<file path="src/sv/epwm_pkg.sv">
// ----------------------------------------------------------------------------
// epwm_pkg
// Types and constants shared by the expanded-memory page window mapper.
// ----------------------------------------------------------------------------
package epwm_pkg;

  // window geometry
  localparam int unsigned NUM_WINDOWS = 4;
  localparam int unsigned WIN_SHIFT   = 14;
  localparam int unsigned WIN_IDX_W   = $clog2(NUM_WINDOWS);
  localparam int unsigned ADDR_W      = 20;
  localparam int unsigned PAGE_NUM_W  = ADDR_W - WIN_SHIFT;
  localparam int unsigned MEM_BYTES_W = 21;

  // 0xc4000 >> 14: page number of the first window base
  localparam logic [PAGE_NUM_W-1:0] BASE_PAGE = 6'h31;

  // register reset values
  localparam logic [7:0] PAGE_RESET     = 8'h7f;
  localparam logic [7:0] CTRL_RESET_LOW = 8'h80;
  localparam logic [7:0] CTRL_RESET_TOP = 8'h00;

  // operation carried in tuser
  typedef enum logic [1:0] {
    OP_WRITE = 2'd0,
    OP_READ  = 2'd1,
    OP_XLATE = 2'd2
  } op_e;

  // configuration register indexes
  typedef enum logic {
    CFG_MODEL_THREE = 1'b0,
    CFG_MEM_BYTES   = 1'b1
  } cfg_idx_e;

  // translation result
  typedef struct packed {
    logic                 hit;
    logic [WIN_IDX_W-1:0] window;
    logic [ADDR_W-1:0]    ram_offset;
  } xlate_t;

endpackage

</file>
<file path="src/sv/epwm_xlate.sv">
// ----------------------------------------------------------------------------
// epwm_xlate
// Window match and page-to-offset translation of one physical address.
// ----------------------------------------------------------------------------
module epwm_xlate (
  input  logic [epwm_pkg::NUM_WINDOWS-1:0][7:0]   page_regs_i,
  input  logic [2:0]                              base_idx_i,
  input  logic                                    model_three_i,
  input  logic [epwm_pkg::MEM_BYTES_W-1:0]        memory_bytes_i,
  input  logic [epwm_pkg::ADDR_W-1:0]             mem_addr_i,
  output epwm_pkg::xlate_t                        result_o
);
  import epwm_pkg::*;

  logic [PAGE_NUM_W:0]     base_pg;
  logic [PAGE_NUM_W:0]     diff;
  logic                    in_range;
  logic [WIN_IDX_W-1:0]    win;
  logic [7:0]              pg;
  logic [ADDR_W-1:0]       page_off;
  logic                    page_ok;

  // windows are 16 KB, so matching works on the page number alone
  assign base_pg  = {1'b0, BASE_PAGE} + (PAGE_NUM_W+1)'(base_idx_i);
  assign diff     = {1'b0, mem_addr_i[ADDR_W-1:WIN_SHIFT]} - base_pg;
  assign in_range = !diff[PAGE_NUM_W] && (diff[PAGE_NUM_W-1:WIN_IDX_W] == '0);
  assign win      = diff[WIN_IDX_W-1:0];
  assign pg       = page_regs_i[win];

  always_comb begin
    if (model_three_i) begin
      // 7-bit format, pages 0..63
      page_off = {pg[5:0], {WIN_SHIFT{1'b0}}};
      page_ok  = pg[7] && !pg[6];
    end else begin
      // split format: low nibble is the page, bit 6 lands on bit 18
      page_off = {1'b0, pg[6], pg[3:0], {WIN_SHIFT{1'b0}}};
      page_ok  = pg[7];
    end
  end

  always_comb begin
    result_o = '0;
    if (in_range && page_ok && ({1'b0, page_off} < memory_bytes_i)) begin
      result_o.hit        = 1'b1;
      result_o.window     = win;
      result_o.ram_offset = {page_off[ADDR_W-1:WIN_SHIFT], mem_addr_i[WIN_SHIFT-1:0]};
    end
  end

endmodule

</file>
<file path="src/sv/ems_page_window_mapper_unit.sv">
// ----------------------------------------------------------------------------
// ems_page_window_mapper_unit
// Expanded-memory mapper: four 16 KB windows, page/control register access
// and address translation on one transaction stream.
// ----------------------------------------------------------------------------
//
// channel   | direction | contents
// ----------+-----------+----------------------------------------------------
// s_axis    | in        | tuser: operation; tdata: io_port, data, mem_addr
// m_axis    | out       | tdata: read_data, hit, window, ram_offset
// cfg       | in        | write-only: model_three (0), memory_bytes (1)
//
// one transaction per cycle sustained while m_axis accepts; each result reaches
// m_axis through the input register, then the result register
// register writes commit when the item leaves the input register, so each
// item sees the effect of every earlier one
// back-pressure stalls both stages together; s_axis_tready_o stays high while
// either stage can move
// reset puts page registers at 0x7f, control registers at 0x80/0x80/0x80/0x00,
// and both configuration registers at zero
// ----------------------------------------------------------------------------
module ems_page_window_mapper_unit (
  input  logic                                  clk_i,
  input  logic                                  rst_ni,
  // configuration write port
  input  logic                                  cfg_we_i,
  input  logic                                  cfg_index_i,
  input  logic [epwm_pkg::MEM_BYTES_W-1:0]      cfg_data_i,
  // input stream
  input  logic                                  s_axis_tvalid_i,
  output logic                                  s_axis_tready_o,
  input  logic [31:0]                           s_axis_tdata_i,  // io_port, data, mem_addr, pad
  input  logic [1:0]                            s_axis_tuser_i,  // operation
  // result stream
  output logic                                  m_axis_tvalid_o,
  input  logic                                  m_axis_tready_i,
  output logic [31:0]                           m_axis_tdata_o   // read_data, hit, window,
                                                                 // ram_offset, pad
);
  import epwm_pkg::*;

  // configuration
  logic                    model_three_q;
  logic [MEM_BYTES_W-1:0]  memory_bytes_q;

  // mapper registers
  logic [NUM_WINDOWS-1:0][7:0] page_q, page_d;
  logic [NUM_WINDOWS-1:0][7:0] ctrl_q, ctrl_d;

  // input stage
  logic                    s1_valid_q;
  logic [1:0]              s1_op_q;
  logic [2:0]              s1_port_q;
  logic [7:0]              s1_data_q;
  logic [ADDR_W-1:0]       s1_addr_q;

  // result stage
  logic                    out_valid_q;
  logic [7:0]              out_rdata_q, out_rdata_d;
  xlate_t                  out_xl_q, out_xl_d;

  logic                    out_ready;
  logic                    s1_fire;
  logic                    in_fire;
  logic [WIN_IDX_W-1:0]    s1_reg;
  logic                    s1_ctl;
  logic [2:0]              base_idx;
  xlate_t                  xl;

  // handshake: result register frees when empty or taken
  assign out_ready       = !out_valid_q || m_axis_tready_i;
  assign s_axis_tready_o = !s1_valid_q || out_ready;
  assign in_fire         = s_axis_tvalid_i && s_axis_tready_o;
  assign s1_fire         = s1_valid_q && out_ready;

  // io_port: bits 2..1 window register, bit 0 control select
  assign s1_reg   = s1_port_q[2:1];
  assign s1_ctl   = s1_port_q[0];

  // bit 7 of control registers 0..2 picks the window base
  assign base_idx = {ctrl_q[2][7], ctrl_q[1][7], ctrl_q[0][7]};

  // configuration registers
  always_ff @(posedge clk_i or negedge rst_ni) begin
    if (!rst_ni) begin
      model_three_q  <= 1'b0;
      memory_bytes_q <= '0;
    end else if (cfg_we_i) begin
      case (cfg_idx_e'(cfg_index_i))
        CFG_MODEL_THREE: model_three_q  <= cfg_data_i[0];
        CFG_MEM_BYTES:   memory_bytes_q <= cfg_data_i;
        default: ;
      endcase
    end
  end

  // input register
  always_ff @(posedge clk_i or negedge rst_ni) begin
    if (!rst_ni) begin
      s1_valid_q <= 1'b0;
    end else if (s_axis_tready_o) begin
      s1_valid_q <= s_axis_tvalid_i;
    end
  end

  always_ff @(posedge clk_i) begin
    if (in_fire) begin
      s1_op_q   <= s_axis_tuser_i;
      s1_port_q <= s_axis_tdata_i[2:0];
      s1_data_q <= s_axis_tdata_i[10:3];
      s1_addr_q <= s_axis_tdata_i[30:11];
    end
  end

  // translation of the staged address against the current registers
  epwm_xlate u_xlate (
    .page_regs_i    (page_q),
    .base_idx_i     (base_idx),
    .model_three_i  (model_three_q),
    .memory_bytes_i (memory_bytes_q),
    .mem_addr_i     (s1_addr_q),
    .result_o       (xl)
  );

  // operation decode: register update and result fields
  always_comb begin
    page_d      = page_q;
    ctrl_d      = ctrl_q;
    out_rdata_d = '0;
    out_xl_d    = '0;
    case (op_e'(s1_op_q))
      OP_WRITE: begin
        if (s1_ctl) begin
          ctrl_d[s1_reg] = s1_data_q;
        end else begin
          page_d[s1_reg] = s1_data_q;
        end
      end
      OP_READ: begin
        out_rdata_d = s1_ctl ? ctrl_q[s1_reg] : page_q[s1_reg];
      end
      OP_XLATE: begin
        out_xl_d = xl;
      end
      default: ;  // unused operation: no effect, all-zero result
    endcase
  end

  always_ff @(posedge clk_i or negedge rst_ni) begin
    if (!rst_ni) begin
      for (int i = 0; i < NUM_WINDOWS; i++) begin
        page_q[i] <= PAGE_RESET;
        ctrl_q[i] <= (i == NUM_WINDOWS - 1) ? CTRL_RESET_TOP : CTRL_RESET_LOW;
      end
    end else if (s1_fire) begin
      page_q <= page_d;
      ctrl_q <= ctrl_d;
    end
  end

  // result register
  always_ff @(posedge clk_i or negedge rst_ni) begin
    if (!rst_ni) begin
      out_valid_q <= 1'b0;
    end else if (out_ready) begin
      out_valid_q <= s1_valid_q;
    end
  end

  always_ff @(posedge clk_i) begin
    if (s1_fire) begin
      out_rdata_q <= out_rdata_d;
      out_xl_q    <= out_xl_d;
    end
  end

  assign m_axis_tvalid_o = out_valid_q;
  assign m_axis_tdata_o  = {1'b0, out_xl_q.ram_offset, out_xl_q.window, out_xl_q.hit,
                            out_rdata_q};

`ifndef ASSERT_OFF
  // a stalled input means both stages are full and the sink is holding
  a_stall_cause: assert property (@(posedge clk_i) disable iff (!rst_ni)
    !s_axis_tready_o |-> (s1_valid_q && out_valid_q && !m_axis_tready_i))
    else $error("input stalled without a full pipeline");

  // a hit never carries read data
  a_hit_no_rdata: assert property (@(posedge clk_i) disable iff (!rst_ni)
    (out_valid_q && out_xl_q.hit) |-> (out_rdata_q == '0))
    else $error("hit result with nonzero read data");

  // a miss reports window and offset as zero
  a_miss_zero: assert property (@(posedge clk_i) disable iff (!rst_ni)
    (out_valid_q && !out_xl_q.hit) |-> (out_xl_q.window == '0 && out_xl_q.ram_offset == '0))
    else $error("miss result with nonzero window or offset");

  // a committed page write is visible in the next cycle
  a_page_write: assert property (@(posedge clk_i) disable iff (!rst_ni)
    (s1_fire && s1_op_q == OP_WRITE && !s1_ctl) |=> (page_q[$past(s1_reg)] == $past(s1_data_q)))
    else $error("page register write lost");

  // register state only moves when an item leaves the input stage
  a_regs_hold: assert property (@(posedge clk_i) disable iff (!rst_ni)
    !s1_fire |=> ($stable(page_q) && $stable(ctrl_q)))
    else $error("mapper registers changed without a transaction");
`endif

endmodule
</file>
<file path="config.mk">
export PLATFORM = sky130hd
export DESIGN_NAME = ems_page_window_mapper_unit
export DESIGN_NICKNAME = d
export VERILOG_FILES = /design/src/sv/epwm_pkg.sv /design/src/sv/epwm_xlate.sv /design/src/sv/ems_page_window_mapper_unit.sv
export SDC_FILE = /design/constraint.sdc
export NUM_CORES = 1
export LEC_CHECK = 0
export ABC_CLOCK_PERIOD_IN_PS = 5770
export BUFFER_PORTS_ARGS = -buffer_cell sky130_fd_sc_hd__buf_2
export CORE_MARGIN = 2
export CORE_UTILIZATION = 55
export CTS_BUF_LIST = sky130_fd_sc_hd__clkbuf_8
export DETAILED_ROUTE_END_ITERATION = 12
export GPL_TIMING_DRIVEN = 0
export PLACE_DENSITY_LB_ADDON = 0.25
export SYNTH_ARGS = -nofsm -noshare
export SYNTH_HDL_FRONTEND = slang
export SYNTH_HIERARCHICAL = 1
export SYNTH_SLANG_ARGS = --single-unit
</file>
<file path="constraint.sdc">
create_clock -name clk_i -period 5.77 [get_ports clk_i]
set_input_delay 1.4425 -clock clk_i [delete_from_list [all_inputs] [get_ports clk_i]]
set_output_delay 1.4425 -clock clk_i [all_outputs]
set_load 0.03 [all_outputs]
</file>
==> results of run 1 <==
==> synthesized netlist by cell type, types with 4 or more instances <==
| cell type | instances | area [µm²] |
|---|---|---|
| a21oi_1 | 10 | 50.05 |
| and2_1 | 26 | 162.7 |
| buf_1 | 5 | 18.77 |
| buf_2 | 4 | 20.02 |
| clkbuf_1 | 11 | 41.29 |
| dfrtp_1 | 57 | 1426 |
| dfstp_2 | 31 | 814.5 |
| edfxtp_1 | 64 | 1922 |
| ha_1 | 13 | 162.7 |
| inv_1 | 18 | 67.56 |
| mux2_2 | 87 | 979.7 |
| mux2i_1 | 9 | 90.09 |
| mux4_1 | 7 | 183.9 |
| mux4_2 | 9 | 202.7 |
| nand2b_1 | 5 | 31.28 |
| nand3_1 | 5 | 25.02 |
| nand3b_1 | 5 | 37.54 |
| nand4b_1 | 7 | 61.31 |
| nor2b_1 | 7 | 43.79 |
| nor4b_1 | 7 | 61.31 |
| nor4b_2 | 16 | 240.2 |
| nor4b_4 | 6 | 142.6 |
| o22a_1 | 5 | 43.79 |
| o22ai_1 | 6 | 37.54 |
==> critical path, cell delays in order (launching register included) <==
cell and delay [ns]:
dfstp_2 0.57, inv_1 0.05, ha_1 0.28, ha_1 0.27, clkbuf_1 0.41, mux4_2 0.41, mux2_2 0.30, ha_1 0.31
and4b_1 0.19, nand4_1 0.09, o22ai_1 0.48, buf_4 0.34, nor4b_2 0.08, and2_1 0.15
==> state kept, by name, summed over array words and instances, names as in the netlist, 2 cells and up <==
name,cells
ctrl_q,29
m_axis_tdata_o,23
s1_op_q,2
s1_port_q,3
out_rdata_q,8
base_idx,3
s1_addr_q,20
memory_bytes_q,21
s1_data_q,8
page_q,32
==> cells in the final DEF (no fill, tap or decap), types with 4 or more instances in the layout <==
cell type,count
buf_2,95
mux2_2,87
edfxtp_1,64
dfrtp_1,57
dfstp_2,31
and2_1,24
inv_1,23
clkbuf_8,19
nor4b_2,16
ha_1,13
clkbuf_1,11
a21oi_1,10
mux4_2,9
mux2i_1,9
nor2b_1,7
nand4b_1,7
nor4b_1,7
mux4_1,7
o22ai_1,6
nor4b_4,6
buf_1,5
nand3b_1,5
nand2b_1,5
o22a_1,5
nand3_1,5
buf_4,4
==> path summary, 6_finish.rpt <==
| kind | to | slack (ns) | cells after the start |
|---|---|---|---|
| setup / recovery | m_axis_tdata_o[21]$_SDFFCE_PP0N_ | 1.60 | 13 |
| hold / removal | ctrl_q[22]$_DFFE_PN0P_ | 0.50 | 1 |
| setup reg to reg | m_axis_tdata_o[21]$_SDFFCE_PP0N_ | 1.60 | 13 |
| hold reg to reg | ctrl_q[22]$_DFFE_PN0P_ | 0.50 | 1 |
| max in group asynchronous | page_q[10]$_DFFE_PN1P_ | 4.28 | 2 |
| min in group asynchronous | memory_bytes_q[1]$_DFFE_PN0P_ | 0.84 | 1 |
==> per-layer routing <==
layer | vias up | track usage | wire (µm) | part of all wire
met3 | 20 | 0.05164 | 591 | 0.043
li1 | 1967 | - | - | -
met2 | 107 | 0.3465 | 6839 | 0.50
met1 | 2106 | 0.2747 | 6048 | 0.44
met4 | 0 | 0.08705 | 291 | 0.021
met5 | - | 0 | 0 | 0
==> final cells by class <==
type                            instances  area, µm²  area share
Sequential cell                       152       4163      0.5011
Multi-Input combinational cell        262       2826      0.3403
Timing Repair Buffer                   93      490.5     0.05904
Clock buffer                           19      261.5     0.03148
Tap cell                              172      215.2     0.02591
Clock inverter                         13      141.4     0.01702
Buffer                                 27      141.4     0.01702
Inverter                               18      67.56    0.008134
==> through the flow <==
stage / instances / power, µW / worst slack (ns)
floorplan: 459 / 1809 / 2.131
global placement: 723 / 1944 / 1.596
detailed placement: 724 / 1975 / 1.606
CTS: 756 / 2791 / 1.577
global route: 756 / 2898 / 1.388
finish: 756 / 2759 / 1.596
==> logic make-up (layout without fill, tap and decap cells) <==
logic type,Yosys count,after routing,share of synthesized area
other,1,1,0.0005211
XOR/XNOR,1,1,0.001217
multiplexers,112,112,0.2024
flip-flops,152,152,0.5785
AND/OR/NAND/NOR,106,106,0.1335
buffers and inverters,45,170,0.02904
AO/OA/AOI/OAI,28,28,0.02939
adder cells (fa/ha/maj),14,14,0.02539
==> power groups by stage <==
stage	sequential, µW	combinational (µW)	clock [µW]
finish	1410	544	808
global route	1430	595	877
CTS	1410	551	833
detailed placement	1430	547	0
global placement	1420	529	0
floorplan	1430	381	0
==> metrics.md, run 1 <==
| Metric | Value |
|---|---|
| Status | `complete, no violations` |
| Cts repair resizes | `0` |
| Post-synthesis cell type count | `46` |
| H-tree Lvls | `4` |
| Cell count after synthesis | `459` |
| Internal Power | `2032 µW` |
| Max clock buf depth | `2` |
| Syn. warnings | `6` |
| Syn Area/Cell | `15.68 µm²` |
| Pwr/cell area | `332.1 nW/µm²` |
| # fillers | `990` |
| Post-synthesis net count | `534` |
| Layout cells sized above 1 | `0.4914` |
| Clock sinks | `152` |
| Dpl cell area | `7904 µm²` |
| Setup Skew | `0.01055 ns` |
| ANT nets after route | `0` |
| Vias per cell | `5.556` |
| FFs w/ async S/R, synth | `0.5789` |
| Hold path startpoint | `ctrl_q[22]$_DFFE_PN0P_` |
| Num CTS Buffers | `17` |
| Final Hold Viols | `0` |
| CP Capture Type | `flop` |
| Post-synthesis sequential area ratio | `0.5785` |
| Setup violations, final | `0` |
| Dpl hpwl | `9714 µm` |
| CP Data Required Time | `5.98 ns` |
| Port bufs | `92` |
| Dominant synthesized flop cell | `edfxtp_1` |
| First-pass iteration count of the detailed router | `4` |
| Total Wirelength | `13,770 µm` |
| Hold WC Path Type | `flop to flop` |
| DRC Markers | `0` |
| Critical R2R Launch | `base_idx[1]$_DFFE_PN1P_` |
| NetSw | `726.3 µW` |
| Total track usage | `0.2126` |
| Synth Register Bits | `152` |
| Setup_tns | `0 ns` |
| Largest net degree at the start of global routing | `75` |
| Hold slack | `0.5017 ns` |
| Gpl congestion | `0.8056` |
| Site Rows | `41` |
| Max-Cap Viols | `0` |
| Total gr overflow | `0` |
| Antenna diode count | `0` |
| First-pass GRT wire length | `22,650 µm` |
| Achievable Freq | `239.6 MHz` |
| Number of synthesized flops with an enable pin | `64` |
| Die Y | `118.4 µm` |
| Max Fanout on Critical Path | `10` |
| Minimum clock period | `4.174 ns` |
| Number of post-CTS setup repair buffers | `0` |
| Clk Latency, worst-skew pair | `0.45 ns` |
| CTS tree | `yes` |
| Critical path startpoint category | `flop` |
| Starting density of the core | `0.5656` |
| Area Overhead vs Synth | `15.44%` |
| WL/cell | `18.21 µm` |
| Initial antenna violation count | `0` |
| First DRT Iteration DRCs | `221` |
| Critical Path Start | `base_idx[1]$_DFFE_PN1P_` |
| Final worst-path cycle share | `0.7235` |
| Crit path DAT | `4.38 ns` |
| Die span in x | `118.4 µm` |
| CP Class | `flop to flop` |
| Sw Share | `0.2633` |
| Core Box Area | `12,720 µm²` |
| # IOs | `95` |
| Slew margin rel. | `0.2593` |
| Clock slew at reported path FFs | `0.08 ns` |
| Leak | `0.003462 µW` |
| RSZ-0062 raised after global routing | `false` |
| Slew @ Worst Pin | `1.108 ns` |
| Comb power frac | `0.197` |
| Number of global-route vias before repair | `4,339` |
| Part of the power in the clock network | `0.293` |
| Register share of total power | `0.510` |
| Root buffer cell | `clkbuf_8` |
| Worst VDD drop | `0.2168 mV` |
| Via count | `4,200` |
| Fin nets | `646` |
| Design area | `8307 µm²` |
| CTS Hold Bufs | `0` |
| Fin util | `0.6529` |
| Max-slew violations | `0` |
| Synthesized cell area | `7196 µm²` |
| Total Die Area | `14,010 µm²` |
Note: power is estimated with default switching activity, not from simulation.
==> run 2, diff against run 1 <==
--- a/config.mk
+++ b/config.mk
@@ -5,7 +5,7 @@
 export SDC_FILE = /design/constraint.sdc
 export NUM_CORES = 1
 export LEC_CHECK = 0
-export ABC_CLOCK_PERIOD_IN_PS = 5770
+export ABC_CLOCK_PERIOD_IN_PS = 4100
 export BUFFER_PORTS_ARGS = -buffer_cell sky130_fd_sc_hd__buf_2
 export CORE_MARGIN = 2
 export CORE_UTILIZATION = 55
==> constraint.sdc (replaced) <==
create_clock -name clk_i -period 4.1 [get_ports clk_i]
set_input_delay 1.025 -clock clk_i [delete_from_list [all_inputs] [get_ports clk_i]]
set_output_delay 1.025 -clock clk_i [all_outputs]
set_load 0.03 [all_outputs]
==> metrics.md, run 2 (synthesized netlist as in run 1, its figures left out) <==
| Metric | Value |
|---|---|
| Total track usage | `0.2128 (about the same)` |
| Power, Total | `3887 µW (+41%)` |
| Worst VDD drop | `0.3066 mV (+41%)` |
| R2R Setup Slk | `0.23 ns (-1.37 ns)` |
| WL/cell | `18.23 µm (+0.10%)` |
| Max clock buf depth | `2 (unchanged)` |
| Port bufs | `92 (unchanged)` |
| Fin util | `0.6531 (about the same)` |
| Leak | `0.003461 µW (about the same)` |
| # IOs | `95 (unchanged)` |
| Final worst slack | `0.2283 ns (-1.367 ns)` |
| Setup Skew | `0.01301 ns (+0.002462 ns)` |
| Dpl hpwl | `9714 µm (unchanged)` |
| Gpl congestion | `0.8056 (unchanged)` |
| Root buffer cell | `clkbuf_8` |
| Area Overhead vs Synth | `15.48% (about the same)` |
| Final worst-path cycle share | `0.9443 (+0.2208)` |
| DRC Markers | `0 (unchanged)` |
| Part of the power in the clock network | `0.293 (about the same)` |
| Starting density of the core | `0.5656 (unchanged)` |
| CTS tree | `yes` |
| Pwr/cell area | `467.8 nW/µm² (+41%)` |
| Core Box Area | `12,720 µm² (unchanged)` |
| Hold WC Path Type | `input port to async pin` |
| Total Wirelength | `13,770 µm (about the same)` |
| First DRT Iteration DRCs | `266 (+20%)` |
| Total gr overflow | `0 (unchanged)` |
| Commonest non-fill, non-tap cells in the layout | `buf_2, mux2_2, edfxtp_1, dfrtp_1, dfstp_2` |
| Clock sinks | `152 (unchanged)` |
| Achievable Freq | `258.3 MHz (+7.8%)` |
| Most common cell after layout, fill and taps aside | `buf_2` |
| CTS Hold Bufs | `0 (unchanged)` |
| Die span in x | `118.4 µm (unchanged)` |
| Final Hold Viols | `0 (unchanged)` |
| NetSw | `1026 µW (+41%)` |
| Reg area | `4163 µm² (unchanged)` |
| Status | `complete, no violations` |
| Via count | `4,213 (+0.31%)` |
| CP Data Required Time | `4.42 ns (-1.56 ns)` |
| Slew @ Worst Pin | `1.079 ns (-0.02884 ns)` |
| Register share of total power | `0.509 (about the same)` |
| Fin nets | `645 (-0.15%)` |
| Number of post-CTS setup repair buffers | `0 (unchanged)` |
| Largest net degree at the start of global routing | `75 (unchanged)` |
| Vias per cell | `5.580 (+0.44%)` |
| Number of global-route vias before repair | `4,345 (+0.14%)` |
| RSZ-0062 raised after global routing | `false` |
| # fillers | `991 (+0.10%)` |
| Initial antenna violation count | `0 (unchanged)` |
| Site Rows | `41 (unchanged)` |
| Minimum clock period | `3.872 ns (-0.3028 ns)` |
| Largest Register | `page_q` |
| Internal Power | `2862 µW (+41%)` |
| Clock slew at reported path FFs | `0.08 ns (about the same)` |
| Antenna diode count | `0 (unchanged)` |
| Comb power frac | `0.198 (about the same)` |
| First-pass iteration count of the detailed router | `4 (unchanged)` |
| Layout cells sized above 1 | `0.4940 (+0.002558)` |
| Slew margin rel. | `0.2786 (+0.01928)` |
| Sw Share | `0.2638 (+0.0005312)` |
| CP Capture Type | `flop` |
| Clk Latency, worst-skew pair | `0.45 ns (about the same)` |
| Max-slew violations | `0 (unchanged)` |
| CP Class | `flop to flop` |
| Die Y | `118.4 µm (unchanged)` |
| Critical path startpoint category | `flop` |
| Setup_tns | `0 ns (unchanged)` |
| Largest register FFs | `32 (unchanged)` |
| Setup violations, final | `0 (unchanged)` |
| Dpl ws | `-0.06445 ns (-1.670 ns)` |
| Num CTS Buffers | `17 (unchanged)` |
| H-tree Lvls | `4 (unchanged)` |
| ANT nets after route | `0 (unchanged)` |
| Max-Cap Viols | `0 (unchanged)` |
| First-pass GRT wire length | `22,680 µm (+0.12%)` |
| Crit path DAT | `4.19 ns (-0.19 ns)` |
| Max Fanout on Critical Path | `10 (unchanged)` |
| Multi-input logic area | `2833 µm² (+0.22%)` |
| Total Die Area | `14,010 µm² (unchanged)` |
==> run 2: cell types whose count changed in the layout (fill, tap and decap cells not counted) <==
cell and delta:
clkbuf_1 -1, o22ai_1 -1, o22ai_2 +1
==> run 2: worst max-delay path, stage by stage (launching register included) <==
cell,delay (ns)
dfstp_2,0.57
inv_1,0.05
ha_1,0.28
ha_1,0.52
mux4_2,0.38
mux2_2,0.30
ha_1,0.31
a21o_1,0.19
a2111oi_4,0.39
nand3_4,0.16
buf_6,0.19
nor4b_2,0.22
and2_1,0.17
==> run 2: layout make-up <==
class	instances	share of cell area
multi-input cells	262	0.3409
plain buffers	26	0.01656
well taps	172	0.02590
inverters	18	0.008131
repair buffers	93	0.05903
clock buffers	19	0.03147
clock inverters	13	0.01702
flip-flops and latches	152	0.5010
==> run 2: layer usage <==
layer	vias to the layer above	global-route usage	wire length, µm
met5	-	0	0
met4	0	0.08705	290
met3	21	0.05164	597
met2	106	0.3465	6823
met1	2125	0.2754	6054
li1	1961	-	-
==> run 2: stage by stage <==
| step | cells | hold slack (ns) | instance area [µm²] |
|---|---|---|---|
| 6_report | 755 | 0.4255 | 8309 |
| 5_1_grt | 755 | 0.3986 | 8309 |
| 4_1_cts | 756 | 0.3900 | 8313 |
| 3_5_place_dp | 724 | 0.4868 | 7904 |
| 3_3_place_gp | 723 | 0.4806 | 7871 |
| 2_1_floorplan | 459 | 0.4707 | 7196 |
==> run 2: final timing paths <==
path	startpoint	endpoint	cells after the start
max	base_idx[1]$_DFFE_PN1P_	m_axis_tdata_o[21]$_SDFFCE_PP0N_	12
min	rst_ni	memory_bytes_q[1]$_DFFE_PN0P_	1
max reg2reg	base_idx[1]$_DFFE_PN1P_	m_axis_tdata_o[21]$_SDFFCE_PP0N_	12
min reg2reg	ctrl_q[22]$_DFFE_PN0P_	ctrl_q[22]$_DFFE_PN0P_	1
max in group asynchronous	rst_ni	page_q[27]$_DFFE_PN1P_	2
min in group clk_i	ctrl_q[22]$_DFFE_PN0P_	ctrl_q[22]$_DFFE_PN0P_	1
==> run 2: power by group through the flow <==
stage	logic, µW	registers (µW)	clock network (µW)
5_1_grt	840	2010	1230
2_1_floorplan	537	2010	0
4_1_cts	777	1980	1170
3_3_place_gp	744	1990	0
3_5_place_dp	770	2010	0
6_report	769	1980	1140
==> run 2: timing repair <==
| action | in CTS | in global routing |
|---|---|---|
| endpoints found under the hold margin | 0 | 0 |
| pin swaps | 0 | 0 |
| resized for setup | 1 | 0 |
| setup endpoints to repair | 20 | 21 |
==> run 3, diff against run 2 <==
--- a/config.mk
+++ b/config.mk
@@ -13,6 +13,7 @@
 export DETAILED_ROUTE_END_ITERATION = 12
 export GPL_TIMING_DRIVEN = 0
 export PLACE_DENSITY_LB_ADDON = 0.25
+export SETUP_SLACK_MARGIN = 0.3
 export SYNTH_ARGS = -nofsm -noshare
 export SYNTH_HDL_FRONTEND = slang
 export SYNTH_HIERARCHICAL = 1
==> metrics.md, run 3 (synthesized netlist as in run 1, its figures left out) <==
| Metric | Value |
|---|---|
| Largest register FFs | `32 (unchanged)` |
| Total Die Area | `14,010 µm² (unchanged)` |
| First DRT Iteration DRCs | `216 (-19%)` |
| Worst VDD drop | `0.3052 mV (-0.46%)` |
| CP Class | `flop to flop` |
| Gpl congestion | `0.8056 (unchanged)` |
| Dpl ws | `-0.06445 ns (unchanged)` |
| CP Capture Type | `flop` |
| Leak | `0.003471 µW (+0.30%)` |
| Slew @ Worst Pin | `1.117 ns (+0.03726 ns)` |
| Clk Latency, worst-skew pair | `0.45 ns (about the same)` |
| # IOs | `95 (unchanged)` |
| Clock sinks | `152 (unchanged)` |
| Antenna diode count | `0 (unchanged)` |
| Fin nets | `647 (+0.31%)` |
| Layout cells sized above 1 | `0.4957 (+0.001730)` |
| Core Box Area | `12,720 µm² (unchanged)` |
| Max-Cap Viols | `0 (unchanged)` |
| Total Wirelength | `13,830 µm (+0.45%)` |
| Root buffer cell | `clkbuf_8` |
| Setup violations, final | `0 (unchanged)` |
| CP peak stage delay | `0.59 ns (+0.02 ns)` |
| CP max-delay cell | `mux4_1` |
| Placed insts | `724 (unchanged)` |
| Number of global-route vias before repair | `4,351 (+0.14%)` |
| Clock slew at reported path FFs | `0.08 ns (about the same)` |
| Dpl hpwl | `9714 µm (unchanged)` |
| Starting density of the core | `0.5656 (unchanged)` |
| Largest net degree at the start of global routing | `75 (unchanged)` |
| RSZ-0062 raised after global routing | `true` |
| Dpl cell area | `7904 µm² (unchanged)` |
| Total track usage | `0.2129 (about the same)` |
| Crit-path cells | `inv_1 > ha_1 > buf_6 > mux4_1 > mux2_2 > ha_1 > a21o_1 > a2111oi_4 > nand3_4 > buf_6 > nor4b_2 > and2_1` |
| Crit path DAT | `3.98 ns (-0.21 ns)` |
| WL/cell | `18.27 µm (+0.18%)` |
| DRC Markers | `0 (unchanged)` |
| Most common cell after layout, fill and taps aside | `buf_2` |
| Die span in x | `118.4 µm (unchanged)` |
| Pwr/cell area | `468.3 nW/µm² (about the same)` |
| Fin cells | `757 (+0.26%)` |
| Final worst slack | `0.4443 ns (+0.2160 ns)` |
| Port bufs | `92 (unchanged)` |
| Slew margin rel. | `0.2537 (-0.02490)` |
| Die Y | `118.4 µm (unchanged)` |
| Max Fanout on Critical Path | `10 (unchanged)` |
| Via count | `4,250 (+0.88%)` |
| Status | `complete, no violations` |
| Achievable Freq | `273.5 MHz (+5.9%)` |
| # fillers | `988 (-0.30%)` |
| Max-slew violations | `0 (unchanged)` |
| First-pass GRT wire length | `22,690 µm (about the same)` |
| ANT nets after route | `0 (unchanged)` |
| CP Data Required Time | `4.42 ns (about the same)` |
| CTS Hold Bufs | `0 (unchanged)` |
| Critical path startpoint category | `flop` |
| Setup Skew | `0.01086 ns (-0.002152 ns)` |
| Site Rows | `41 (unchanged)` |
| Initial antenna violation count | `0 (unchanged)` |
| Total gr overflow | `0 (unchanged)` |
| Power, Total | `3903 µW (+0.42%)` |
| H-tree Lvls | `4 (unchanged)` |
| Minimum clock period | `3.656 ns (-0.2160 ns)` |
| Num CTS Buffers | `17 (unchanged)` |
| CTS tree | `yes` |
| Final Hold Viols | `0 (unchanged)` |
| Final worst-path cycle share | `0.8916 (-0.05267)` |
| Largest Register | `page_q` |
| Area Overhead vs Synth | `15.84%` |
| Commonest non-fill, non-tap cells in the layout | `buf_2, mux2_2, edfxtp_1, dfrtp_1, dfstp_2` |
| Design area | `8335 µm² (+0.32%)` |
| First-pass iteration count of the detailed router | `4 (unchanged)` |
| Vias per cell | `5.614 (+0.61%)` |
| Hold WC Path Type | `input port to async pin` |
| Max clock buf depth | `2 (unchanged)` |
| Fin util | `0.6552 (+0.002066)` |
run 3: changes by cell type in the layout (fill, tap and decap cells not counted):
cell	previous run	this run
buf_6	3	4
o22ai_2	1	0
buf_4	4	5
o22ai_4	0	1
run 3: cell type report:
class                           instances  area [µm²]  share of cell area
Sequential cell                       152        4163              0.4994
Multi-Input combinational cell        262        2840              0.3407
Timing Repair Buffer                   94       498.0             0.05974
Clock buffer                           19       261.5             0.03137
Tap cell                              172       215.2             0.02582
Buffer                                 27       148.9             0.01786
Clock inverter                         13       141.4             0.01696
Inverter                               18       67.56            0.008106
run 3: worst paths after layout:
kind | from | end | depth (start not counted) | slack [ns]
worst max-delay path | base_idx[0]$_DFFE_PN1P_ | m_axis_tdata_o[21]$_SDFFCE_PP0N_ | 12 | 0.44
worst min register to register | ctrl_q[22]$_DFFE_PN0P_ | ctrl_q[22]$_DFFE_PN0P_ | 1 | 0.50
worst max register to register | base_idx[0]$_DFFE_PN1P_ | m_axis_tdata_o[21]$_SDFFCE_PP0N_ | 12 | 0.44
max in group asynchronous | rst_ni | page_q[17]$_DFFE_PN1P_ | 2 | 3.01
min in group clk_i | ctrl_q[22]$_DFFE_PN0P_ | ctrl_q[22]$_DFFE_PN0P_ | 1 | 0.50
worst min-delay path | rst_ni | memory_bytes_q[1]$_DFFE_PN0P_ | 1 | 0.42
run 3: metrics by stage:
| step | hold WS [ns] | setup TNS, ns |
|---|---|---|
| 3_3_place_gp | 0.4806 | -1.000 |
| 5_1_grt | 0.3986 | 0 |
| 4_1_cts | 0.3900 | 0 |
| 2_1_floorplan | 0.4707 | 0 |
| 3_5_place_dp | 0.4868 | -0.6340 |
| 6_report | 0.4238 | 0 |
run 3: critical path, delay by kind of cell, from the launching register on:
kind | cells | cell delay (ns)
simple gates | 3 | 0.54
compound gates | 2 | 0.53
flops | 1 | 0.55
mux | 2 | 0.89
fa+ha+maj | 2 | 0.60
buf+inv | 3 | 0.40
run 3: timing repair:
item                                    in CTS  in global routing
resized for setup                            3                  3
endpoints found under the hold margin        0                  0
pin swaps                                    0                  2
buffers inserted                             0                  1
endpoints found under the setup margin      23                 23
run 3: report_power, final:
| part | internal, µW | switching [µW] | leakage (µW) |
|---|---|---|---|
| sequential | 1860 | 125 | 0.00166 |
| combinational | 395 | 390 | 0.00160 |
| clock | 620 | 519 | 0.000214 |
run 3: layer usage:
| metal | vias up | routed length (µm) | track usage |
|---|---|---|---|
| met3 | 23 | 550 | 0.05164 |
| li1 | 1963 | - | - |
| met1 | 2159 | 6078 | 0.2754 |
| met2 | 105 | 6868 | 0.3468 |
| met5 | - | 0 | 0 |
| met4 | 0 | 331 | 0.08705 |
